File: src/rtl/lzse_pkg.sv
// Package with shared types and constants of the LZ sequence executor.
`timescale 1ns / 1ps

package lzse_pkg;

  localparam int WINDOW_BYTES = 65536;
  localparam int MAX_LITERALS = 16;
  localparam int MAX_MATCH    = 32;

  localparam int LIT_CNT_W = 5;
  localparam int MATCH_W   = 6;
  localparam int OFFSET_W  = 17;
  localparam int LIT_DATA_W = 128;
  localparam int ADDR_W    = $clog2(WINDOW_BYTES);
  localparam int HELD_W    = $clog2(WINDOW_BYTES + 1);
  localparam int CALC_W    = ((ADDR_W > OFFSET_W) ? ADDR_W : OFFSET_W) + 1;

  typedef struct packed {
    logic [LIT_CNT_W-1:0] literal_count;
    logic [63:0]          literal_bytes_low;
    logic [63:0]          literal_bytes_high;
    logic [MATCH_W-1:0]   copy_length;
    logic [OFFSET_W-1:0]  match_offset;
    logic                 end_of_frame;
  } seq_word_t;

  typedef struct packed {
    logic [7:0] out_byte;
    logic       last_of_item;
    logic       frame_done;
    logic       bad_offset;
  } res_word_t;

  typedef enum logic [1:0] {
    ST_IDLE,
    ST_LIT,
    ST_MREAD,
    ST_MATCH
  } state_t;

  typedef struct packed {
    logic load;
    logic emit_lit;
    logic start_match;
    logic emit_match;
  } ctrl_cmd_t;

  typedef struct packed {
    logic adv;
    logic in_has_lit;
    logic in_has_match;
    logic lit_pending;
    logic lit_last;
    logic match_pending;
    logic match_last;
  } dp_status_t;

endpackage

File: src/rtl/lzse_ctrl.sv
// Controller state machine that sequences literal and match emission.
`timescale 1ns / 1ps

module lzse_ctrl import lzse_pkg::*; (
  input  logic       clk,
  input  logic       rst,
  input  logic       seq_valid,
  output logic       seq_ready,
  input  dp_status_t status,
  output ctrl_cmd_t  cmd
);

  state_t state;
  state_t state_next;

  always_ff @(posedge clk) begin
    if (rst) begin
      state <= ST_IDLE;
    end else begin
      state <= state_next;
    end
  end

  always_comb begin
    state_next = state;
    unique case (state)
      ST_IDLE: begin
        if (seq_valid) begin
          if (status.in_has_lit) begin
            state_next = ST_LIT;
          end else if (status.in_has_match) begin
            state_next = ST_MREAD;
          end
        end
      end
      ST_LIT: begin
        if (status.adv && status.lit_last) begin
          state_next = status.match_pending ? ST_MREAD : ST_IDLE;
        end
      end
      ST_MREAD: begin
        state_next = ST_MATCH;
      end
      ST_MATCH: begin
        if (status.adv && status.match_last) begin
          state_next = ST_IDLE;
        end
      end
      default: begin
        state_next = ST_IDLE;
      end
    endcase
  end

  always_comb begin
    seq_ready = 1'b0;
    cmd       = '0;
    unique case (state)
      ST_IDLE: begin
        seq_ready = 1'b1;
        cmd.load  = seq_valid;
      end
      ST_LIT: begin
        cmd.emit_lit = status.adv;
      end
      ST_MREAD: begin
        cmd.start_match = 1'b1;
      end
      ST_MATCH: begin
        cmd.emit_match = status.adv;
      end
      default: begin
        seq_ready = 1'b0;
      end
    endcase
  end

  a_lit_pending: assert property (@(posedge clk) disable iff (rst)
    (state == ST_LIT) |-> status.lit_pending)
    else $error("literal state entered with no literal left");

  a_match_pending: assert property (@(posedge clk) disable iff (rst)
    (state == ST_MATCH || state == ST_MREAD) |-> status.match_pending)
    else $error("match state entered with no match byte left");

endmodule

File: config.mk
export PLATFORM = sky130hd
export DESIGN_NAME = lzse_ctrl
export DESIGN_NICKNAME = d
export VERILOG_FILES = /design/src/rtl/lzse_pkg.sv /design/src/rtl/lzse_ctrl.sv
export SDC_FILE = /design/constraint.sdc
export NUM_CORES = 1
export LEC_CHECK = 0
export ABC_CLOCK_PERIOD_IN_PS = 2200
export BUFFER_PORTS_ARGS = -buffer_cell sky130_fd_sc_hd__buf_2
export CORE_AREA = 8 8 45 47
export CTS_BUF_LIST = sky130_fd_sc_hd__clkbuf_2
export DETAILED_ROUTE_END_ITERATION = 6
export DIE_AREA = 0 0 53 55
export PLACE_DENSITY = 0.31
export RECOVER_POWER = 100
export SYNTH_ARGS = -nofsm -noshare
export SYNTH_HDL_FRONTEND = slang
export SYNTH_SLANG_ARGS = --single-unit
File: constraint.sdc
create_clock -name clk -period 2.2 [get_ports clk]
set_input_delay 0.11 -clock clk [delete_from_list [all_inputs] [get_ports clk]]
set_output_delay 0.11 -clock clk [all_outputs]
set_load 0.03 [all_outputs]
-- Word-level counts from Yosys, hierarchy flattened
Index checks and enable logic that the tools add are counted.
Widths: inputs -> output; s select.
- equal/unequal tests: 7
- muxes and demuxes: 12
- reductions and logical operators: 4
- operators by type and width (kind ; number):
    $mux 2 ; 6
    $pmux 2 s4 ; 1
    $ne 2x2->1 const B ; 3
    $mux 1 ; 5
    $eq 2x2->1 const B ; 2
    $reduce_and 4->1 ; 1
    $ne 3x3->1 const B ; 1
    $eq 2x1->1 const B ; 1
    $logic_and 1x1->1 ; 2
    $logic_not 2->1 ; 1
- register bits after elaboration: 2
- input bits: 10

-- Longest topological paths before layout
Gate-level depths: netlist (run 1).
- word-level depth: 4
- depth in mapped cells: 3
- gate-level depth less buffers: 2

-- Least setup slack after synthesis (run 1)
No wires, ideal clock.
- kind: flip-flop to output port
- from: register state[0]
- to: output port cmd[3] (netlist bit)
- arrival: 1.217 ns
- data required time: 2.090 ns
- path slack: 0.873 ns
- stages on the path, launching flop included: 4
- path buffers: 1
- cell sequence: dfxtp_1 -> buf_6 -> nor2_1 -> and2_1
- RTL lines (item ; line ; RTL):
    from (decl) ; lzse_ctrl.sv:13 ; state_t state;
    from (signal assigned) ; lzse_ctrl.sv:20 ; state <= state_next;
    to (decl) ; lzse_ctrl.sv:10 ; output ctrl_cmd_t cmd

==> flow_summary.toml, run 1 <==
[status]
status = "complete, no violations"

[logic_synthesis]
yosysUniqueCellTypes = 15
synth_fp_nets = 28
ys_ff_latch = 2
yosysWarnings = 0
synth_area_um2 = 167.7
synth_area_per_cell_um2 = 9.315
syn_inst = 18
seq_area_frac_synth_pct = 23.88

[setup_path]
cp_cell_sequence = "and3_2 -> clkbuf_1"
r2r_slack_ps = 1150
cp_num_buf_inv = 1
endpoint_kind = "output port"
rr_startpoint = "state[0]$_SDFFE_PP0P_"
cp_slowest_cell = "dfxtp_1"
slowest_delay_ps = 450
worstSetupStartpoint = "state[0]$_SDFFE_PP0P_"
arrival_ps = 1160
worstSetupEndpoint = "cmd[0]"
path_class = "register to output port"
cp.depth = 2
rr_worst_depth = 2
cp_data_required_time_ps = 2090
crit_family = "flip-flops"
cp-start-kind = "register"
worstPathMaxFanout = 10
r2r_end = "state[0]$_SDFFE_PP0P_"

[timing]
min_period_ps = 1272
finalCritPeriodShare_pct = 57.82
max_freq_mhz = 786.1
rsz0062_at_grt = "false"
relSlewSlack_pct = 75.44
tightest_slew_ps = 369.9
setup_viol = 0
clock_skew_ps = 1.658
fin_setup_tns_ps = 0
drv_slew = 0
finalHoldViolCount = 0

[die]
start_util_pct = 12.12
rows = 14
die_w_um = 53
core_area_um2 = 1384
num_io_pins = 15
die_height_um = 55
die_area_um2 = 2915

[final_layout]
finalInstanceArea_um2 = 250.2
largest_reg_flops = 2
finish.utilization_pct = 18.08
regMostFlops = "state"
reg_top3 = "state x2"
area_delta_synth_final_pct = 49.25
fill_cells = 165
drive_gt1_share_pct = 42.42
num-nets-final = 45
diodes = 0

[cts]
clockBufferDepth = 2
numClockSinks = 2
clk_pin_slew_worst_paths_ps = 30
cts_setup_buffers = 0
htreeDepth = 1
numCtsBuffers = 3
holdBufCountCts = 0
cts_tree = "yes"
cts.root.buffer_cell = "clkbuf_2"
worstSkewPairLatency_ps = 190
cts-resized-gates = 0

[drt]
vias = 203
drtIter0Drc = 2
wl_per_cell_um = 11.10
final_antenna_net_count = 0
drt_drc_violations_left = 0
routed_via_density = 4.143
drt-total-wl_um = 544
drt-pass1-iter-count = 3

[power_and_ir_drop]
peakVddDrop_mv = 0.1120
p_per_area_nw_per_um2 = 595.6
power.leakage_nw = 0.1096

[min_path]
hp-class = "input port to register"

[global_routing]
antenna_found_initial = 0
grt_pass1_vias = 227
grt_max_degree = 11
grt_pass1_wl_um = 883
overflow = 0
grt_usage_pct = 4.201

[place]
placed_area_um2 = 241.5
io_buffers = 13
place_congestion = 0.6536

[flow_run]
cap_violations = 0
==> worst register-to-register path, stage by stage (launching register included) <==
cell     delay, ps
dfxtp_1        450
and3b_1        210
o31a_1         270
==> metrics by stage <==
stage / setup WS [ps] / hold WS [ps] / power, mW / cells
floorplan: 872.9 / 176.2 / 0.07878 / 18
global placement: 1152 / 299.4 / 0.09418 / 46
detailed placement: 1144 / 298.9 / 0.09461 / 46
CTS: 1012 / 86.54 / 0.1566 / 49
global route: 790.1 / 85.89 / 0.1623 / 49
finish: 928.0 / 97.59 / 0.1491 / 49
==> placed cells by master (no fill, tap or decap), types with 2 or more instances in the layout <==
master	n
a41oi_1	2
buf_2	8
clkbuf_1	5
clkbuf_2	3
dfxtp_1	2
nor2_1	2
==> synthesized netlist by cell type (all sizes together) <==
| library cell | n | area [µm²] |
|---|---|---|
| a41oi | 2 | 17.52 |
| and2 | 1 | 6.260 |
| a21boi | 1 | 7.510 |
| a221oi | 1 | 15.01 |
| and2b | 1 | 8.760 |
| and3 | 2 | 13.77 |
| o31a | 1 | 8.760 |
| buf | 1 | 11.26 |
| dfxtp | 2 | 40.04 |
| nor2 | 2 | 7.510 |
| nand2 | 1 | 3.750 |
| nand4bb | 1 | 11.26 |
| nand3b | 1 | 7.510 |
| and3b | 1 | 8.760 |
==> layer usage <==
| layer | up-vias | track usage [%] | wire length [µm] |
|---|---|---|---|
| met1 | 95 | 3.328 | 198 |
| met4 | 0 | 3.879 | 0 |
| met3 | 0 | 2.139 | 54 |
| li1 | 102 | - | - |
| met2 | 6 | 7.422 | 291 |
| met5 | - | 0 | 0 |
==> area by class of cell <==
class                      count  area (µm²)  share of cell area (%)
multi-input combinational     15       116.4                   46.50
clock buffer                   3       15.01                   6.000
timing repair buffer          13       58.81                   23.50
tap                           16       20.02                   8.000
sequential                     2       40.04                   16.00
==> worst min-delay path by stage <==
stage	slack (ps)	end	startpoint	cells after the start
2_1_floorplan	180	state[1]$_SDFFE_PP0P_	rst	1
3_3_place_gp	300	state[1]$_SDFFE_PP0P_	rst	2
3_5_place_dp	300	state[1]$_SDFFE_PP0P_	rst	2
4_1_cts	90	state[1]$_SDFFE_PP0P_	rst	2
5_1_grt	90	state[1]$_SDFFE_PP0P_	rst	2
6_report	100	state[1]$_SDFFE_PP0P_	rst	2
==> cell families after synthesis <==
family,after synthesis,synth area share [%]
buffers and inverters,1,6.716
DFF,2,23.88
and+or+nand+nor,10,40.31
AOI/OAI and AO/OA,5,29.11
==> power by group <==
group          leakage [nW]  internal, mW  total (mW)  switching [mW]
Combinational        0.0807        0.0182      0.0460          0.0278
Clock                0.0125        0.0363      0.0575          0.0212
Sequential           0.0165        0.0397      0.0455         0.00578
Power figures use the tool's default switching activity.
==> run 2: changes to the inputs <==
ABC_CLOCK_PERIOD_IN_PS = 1300   (was 2200)
clock period = 1.3 ns   (was 2.2 ns; I/O delays follow)
==> flow_summary.toml, run 2 (same netlist as run 1, synthesis figures left out) <==
[status]
status = "complete, no violations"

[power_and_ir_drop]
p_sw_uw = 92.36
total_power_uw = 253.8
p_sw_share_pct = 36.40
seqPwrFrac_pct = 30.3
combPwrFrac_pct = 31.3
power.internal_uw = 161.4
power.leakage_nw = 0.1230
p_per_area_nw_per_um2 = 994.2
peakVddDrop_mv = 0.1894
power_frac_clock_pct = 38.3

[place]
placed_area_um2 = 241.5
dp_slack_ps = 244.4
place_congestion = 0.6536
io_buffers = 13

[timing]
drv_slew = 0
relSlewSlack_pct = 75.20
worst_slack_ps = 179.1
setup_viol = 0
rsz0062_at_grt = "false"
tightest_slew_ps = 373.6
max_freq_mhz = 892.1
min_period_ps = 1121
finalHoldViolCount = 0
fin_setup_tns_ps = 0
clock_skew_ps = 1.658
finalCritPeriodShare_pct = 86.22

[setup_path]
rr_worst_depth = 2
slowest_delay_ps = 440
r2r_end = "state[0]$_SDFFE_PP0P_"
crit_family = "flip-flops"
worstSetupStartpoint = "state[0]$_SDFFE_PP0P_"
rr_startpoint = "state[0]$_SDFFE_PP0P_"
cp_num_buf_inv = 1
path_class = "register to output port"
r2r_slack_ps = 260
cp_data_required_time_ps = 1240
endpoint_kind = "output port"
cp_cell_sequence = "and2b_2 -> clkbuf_2"
arrival_ps = 1060
worstPathMaxFanout = 10
cp_slowest_cell = "dfxtp_1"
worstSetupEndpoint = "cmd[1]"
cp.depth = 2
cp-start-kind = "register"

[cts]
clockBufferDepth = 2
numClockSinks = 2
cts.root.buffer_cell = "clkbuf_2"
cts-resized-gates = 0
htreeDepth = 1
numCtsBuffers = 3
clk_pin_slew_worst_paths_ps = 30
cts_setup_buffers = 0
holdBufCountCts = 0
cts_tree = "yes"
worstSkewPairLatency_ps = 190

[flow_run]
cap_violations = 0

[die]
die_height_um = 55
start_util_pct = 12.12
core_area_um2 = 1384
rows = 14
die_area_um2 = 2915
die_w_um = 53
num_io_pins = 15

[final_layout]
reg_top3 = "state x2"
area_delta_synth_final_pct = 52.24
finish.utilization_pct = 18.44
layout_commonest_cell = "buf_2"
most-common-layout-cells = "buf_2, clkbuf_2, nor2_1, a41oi_1, dfxtp_1"
largest_reg_flops = 2
regMostFlops = "state"
drive_gt1_share_pct = 54.55
finalInstanceArea_um2 = 255.2
diodes = 0
num-nets-final = 45

[drt]
drt-pass1-iter-count = 3
drtIter0Drc = 1
routed_via_density = 4.102
wl_per_cell_um = 10.78
vias = 201
drt_drc_violations_left = 0
drt-total-wl_um = 528
final_antenna_net_count = 0

[global_routing]
overflow = 0
grt_usage_pct = 4.201
grt_pass1_wl_um = 883
grt_pass1_vias = 227
grt_max_degree = 11
antenna_found_initial = 0

[min_path]
hp-class = "input port to register"
-- run 2: layout make-up --
cell class                      instances  area (µm²)
Multi-Input combinational cell         15       116.4
Timing Repair Buffer                   13       63.81
Sequential cell                         2       40.04
Tap cell                               16       20.02
Clock buffer                            3       15.01
Fill cell                             161        1129
-- run 2: worst min-delay path by stage --
| stage | from | to | depth (start not counted) |
|---|---|---|---|
| final | rst | state[1]$_SDFFE_PP0P_ | 2 |
| after floorplan | rst | state[1]$_SDFFE_PP0P_ | 1 |
| after detailed placement | rst | state[1]$_SDFFE_PP0P_ | 2 |
| after CTS | rst | state[1]$_SDFFE_PP0P_ | 2 |
| after global routing | rst | state[1]$_SDFFE_PP0P_ | 2 |
| after global placement | rst | state[1]$_SDFFE_PP0P_ | 2 |
-- run 2: through the flow --
stage                     cells  hold slack [ps]
after floorplan              18            131.2
after global placement       46            254.4
after detailed placement     46            253.9
after CTS                    49            41.54
after global routing         49            40.89
final                        49            51.25
-- run 2: layer usage --
metal | wire length, µm | up-vias | GRT usage (%)
met3 | 51 | 0 | 2.139
met5 | 0 | - | 0
met1 | 185 | 93 | 3.328
met4 | 0 | 0 | 3.879
met2 | 291 | 6 | 7.422
li1 | - | 102 | -
-- run 2: power by group through the flow --
stage          Sequential, mW  Combinational (mW)  Clock (mW)
2_1_floorplan          0.0719              0.0614           0
3_3_place_gp           0.0779              0.0815           0
3_5_place_dp           0.0779              0.0822           0
4_1_cts                0.0771              0.0822       0.106
5_1_grt                0.0791              0.0876       0.110
6_report               0.0769              0.0796      0.0973
==> run 3: changes to the inputs <==
BUFFER_PORTS_ARGS = -buffer_cell sky130_fd_sc_hd__clkbuf_2   (was -buffer_cell sky130_fd_sc_hd__buf_2)
==> flow_summary.toml, run 3 (same netlist as run 1, synthesis figures left out) <==
[status]
status = "complete, no violations"

[timing]
finalHoldViolCount = 0
clock_skew_ps = 2.756
finalCritPeriodShare_pct = 85.80
max_freq_mhz = 896.6
setup_viol = 0
tightest_slew_ps = 379.1
fin_hold_ws_ps = 59.76
drv_slew = 0
min_period_ps = 1115
rsz0062_at_grt = "false"
worst_slack_ps = 184.6
fin_setup_tns_ps = 0
relSlewSlack_pct = 74.84

[setup_path]
cp_data_required_time_ps = 1240
endpoint_kind = "output port"
crit_family = "flip-flops"
worstPathMaxFanout = 10
slowest_delay_ps = 440
cp_cell_sequence = "nor2_1 -> and2_1 -> clkbuf_2"
cp_num_buf_inv = 1
arrival_ps = 1050
cp-start-kind = "register"
path_class = "register to output port"
cp_slowest_cell = "dfxtp_1"

[place]
io_buffers = 13
place_congestion = 0.6366
placed_area_um2 = 241.5
dp_cells = 46
dp_slack_ps = 250.5

[cts]
numCtsBuffers = 3
holdBufCountCts = 0
clockBufferDepth = 2
clk_pin_slew_worst_paths_ps = 30
worstSkewPairLatency_ps = 190
cts-resized-gates = 0
cts.root.buffer_cell = "clkbuf_2"
cts_tree = "yes"
numClockSinks = 2
cts_setup_buffers = 0
htreeDepth = 1

[drt]
vias = 199
drt_drc_violations_left = 0
drt-pass1-iter-count = 1
wl_per_cell_um = 11.20
routed_via_density = 4.061
drt-total-wl_um = 549
drtIter0Drc = 0
final_antenna_net_count = 0

[die]
die_w_um = 53
core_area_um2 = 1384
start_util_pct = 12.12
die_height_um = 55
rows = 14
die_area_um2 = 2915
num_io_pins = 15

[power_and_ir_drop]
peakVddDrop_mv = 0.1883
total_power_uw = 252.3
power.leakage_nw = 0.1247
p_per_area_nw_per_um2 = 988.3

[final_layout]
layout_commonest_cell = "clkbuf_2"
drive_gt1_share_pct = 54.55
reg_top3 = "state x2"
diodes = 0
fill_cells = 166
area_delta_synth_final_pct = 52.24
finalInstanceArea_um2 = 255.2
regMostFlops = "state"
num-nets-final = 45
finish.utilization_pct = 18.44
largest_reg_flops = 2
fin_cells = 49
most-common-layout-cells = "clkbuf_2, nor2_1, a41oi_1, dfxtp_1"

[flow_run]
cap_violations = 0

[min_path]
hp-class = "input port to register"

[global_routing]
overflow = 0
grt_pass1_wl_um = 993
grt_pass1_vias = 232
grt_usage_pct = 4.910
grt_max_degree = 11
antenna_found_initial = 0
==> run 3: power by group <==
part	switching, mW	internal (mW)
sequential	0.00970	0.0673
combinational	0.0478	0.0327
clock	0.0334	0.0613
total	0.0910	0.161
==> run 3: area by class of cell <==
class | count | area, µm² | share of cell area [%]
Multi-Input combinational cell | 15 | 116.4 | 45.59
Timing Repair Buffer | 13 | 63.81 | 25.00
Sequential cell | 2 | 40.04 | 15.69
Tap cell | 16 | 20.02 | 7.843
Clock buffer | 3 | 15.01 | 5.882
==> run 3: path summary, 6_finish.rpt <==
kind                      endpoint  slack, ps             startpoint  cells after the start
min          state[1]$_SDFFE_PP0P_         60                    rst                      2
max reg2reg  state[0]$_SDFFE_PP0P_        260  state[0]$_SDFFE_PP0P_                      2
max                         cmd[3]        180  state[0]$_SDFFE_PP0P_                      3
min reg2reg  state[0]$_SDFFE_PP0P_        630  state[1]$_SDFFE_PP0P_                      1
==> run 3: per-layer routing <==
layer / part of all wire [%] / up-vias / track usage [%] / wire (µm)
met2: 56 / 6 / 7.813 / 310
met1: 34 / 92 / 3.782 / 186
met3: 9.5 / 0 / 3.476 / 52
li1: - / 101 / - / -
met4: 0 / 0 / 5.172 / 0
met5: 0 / - / 0 / 0
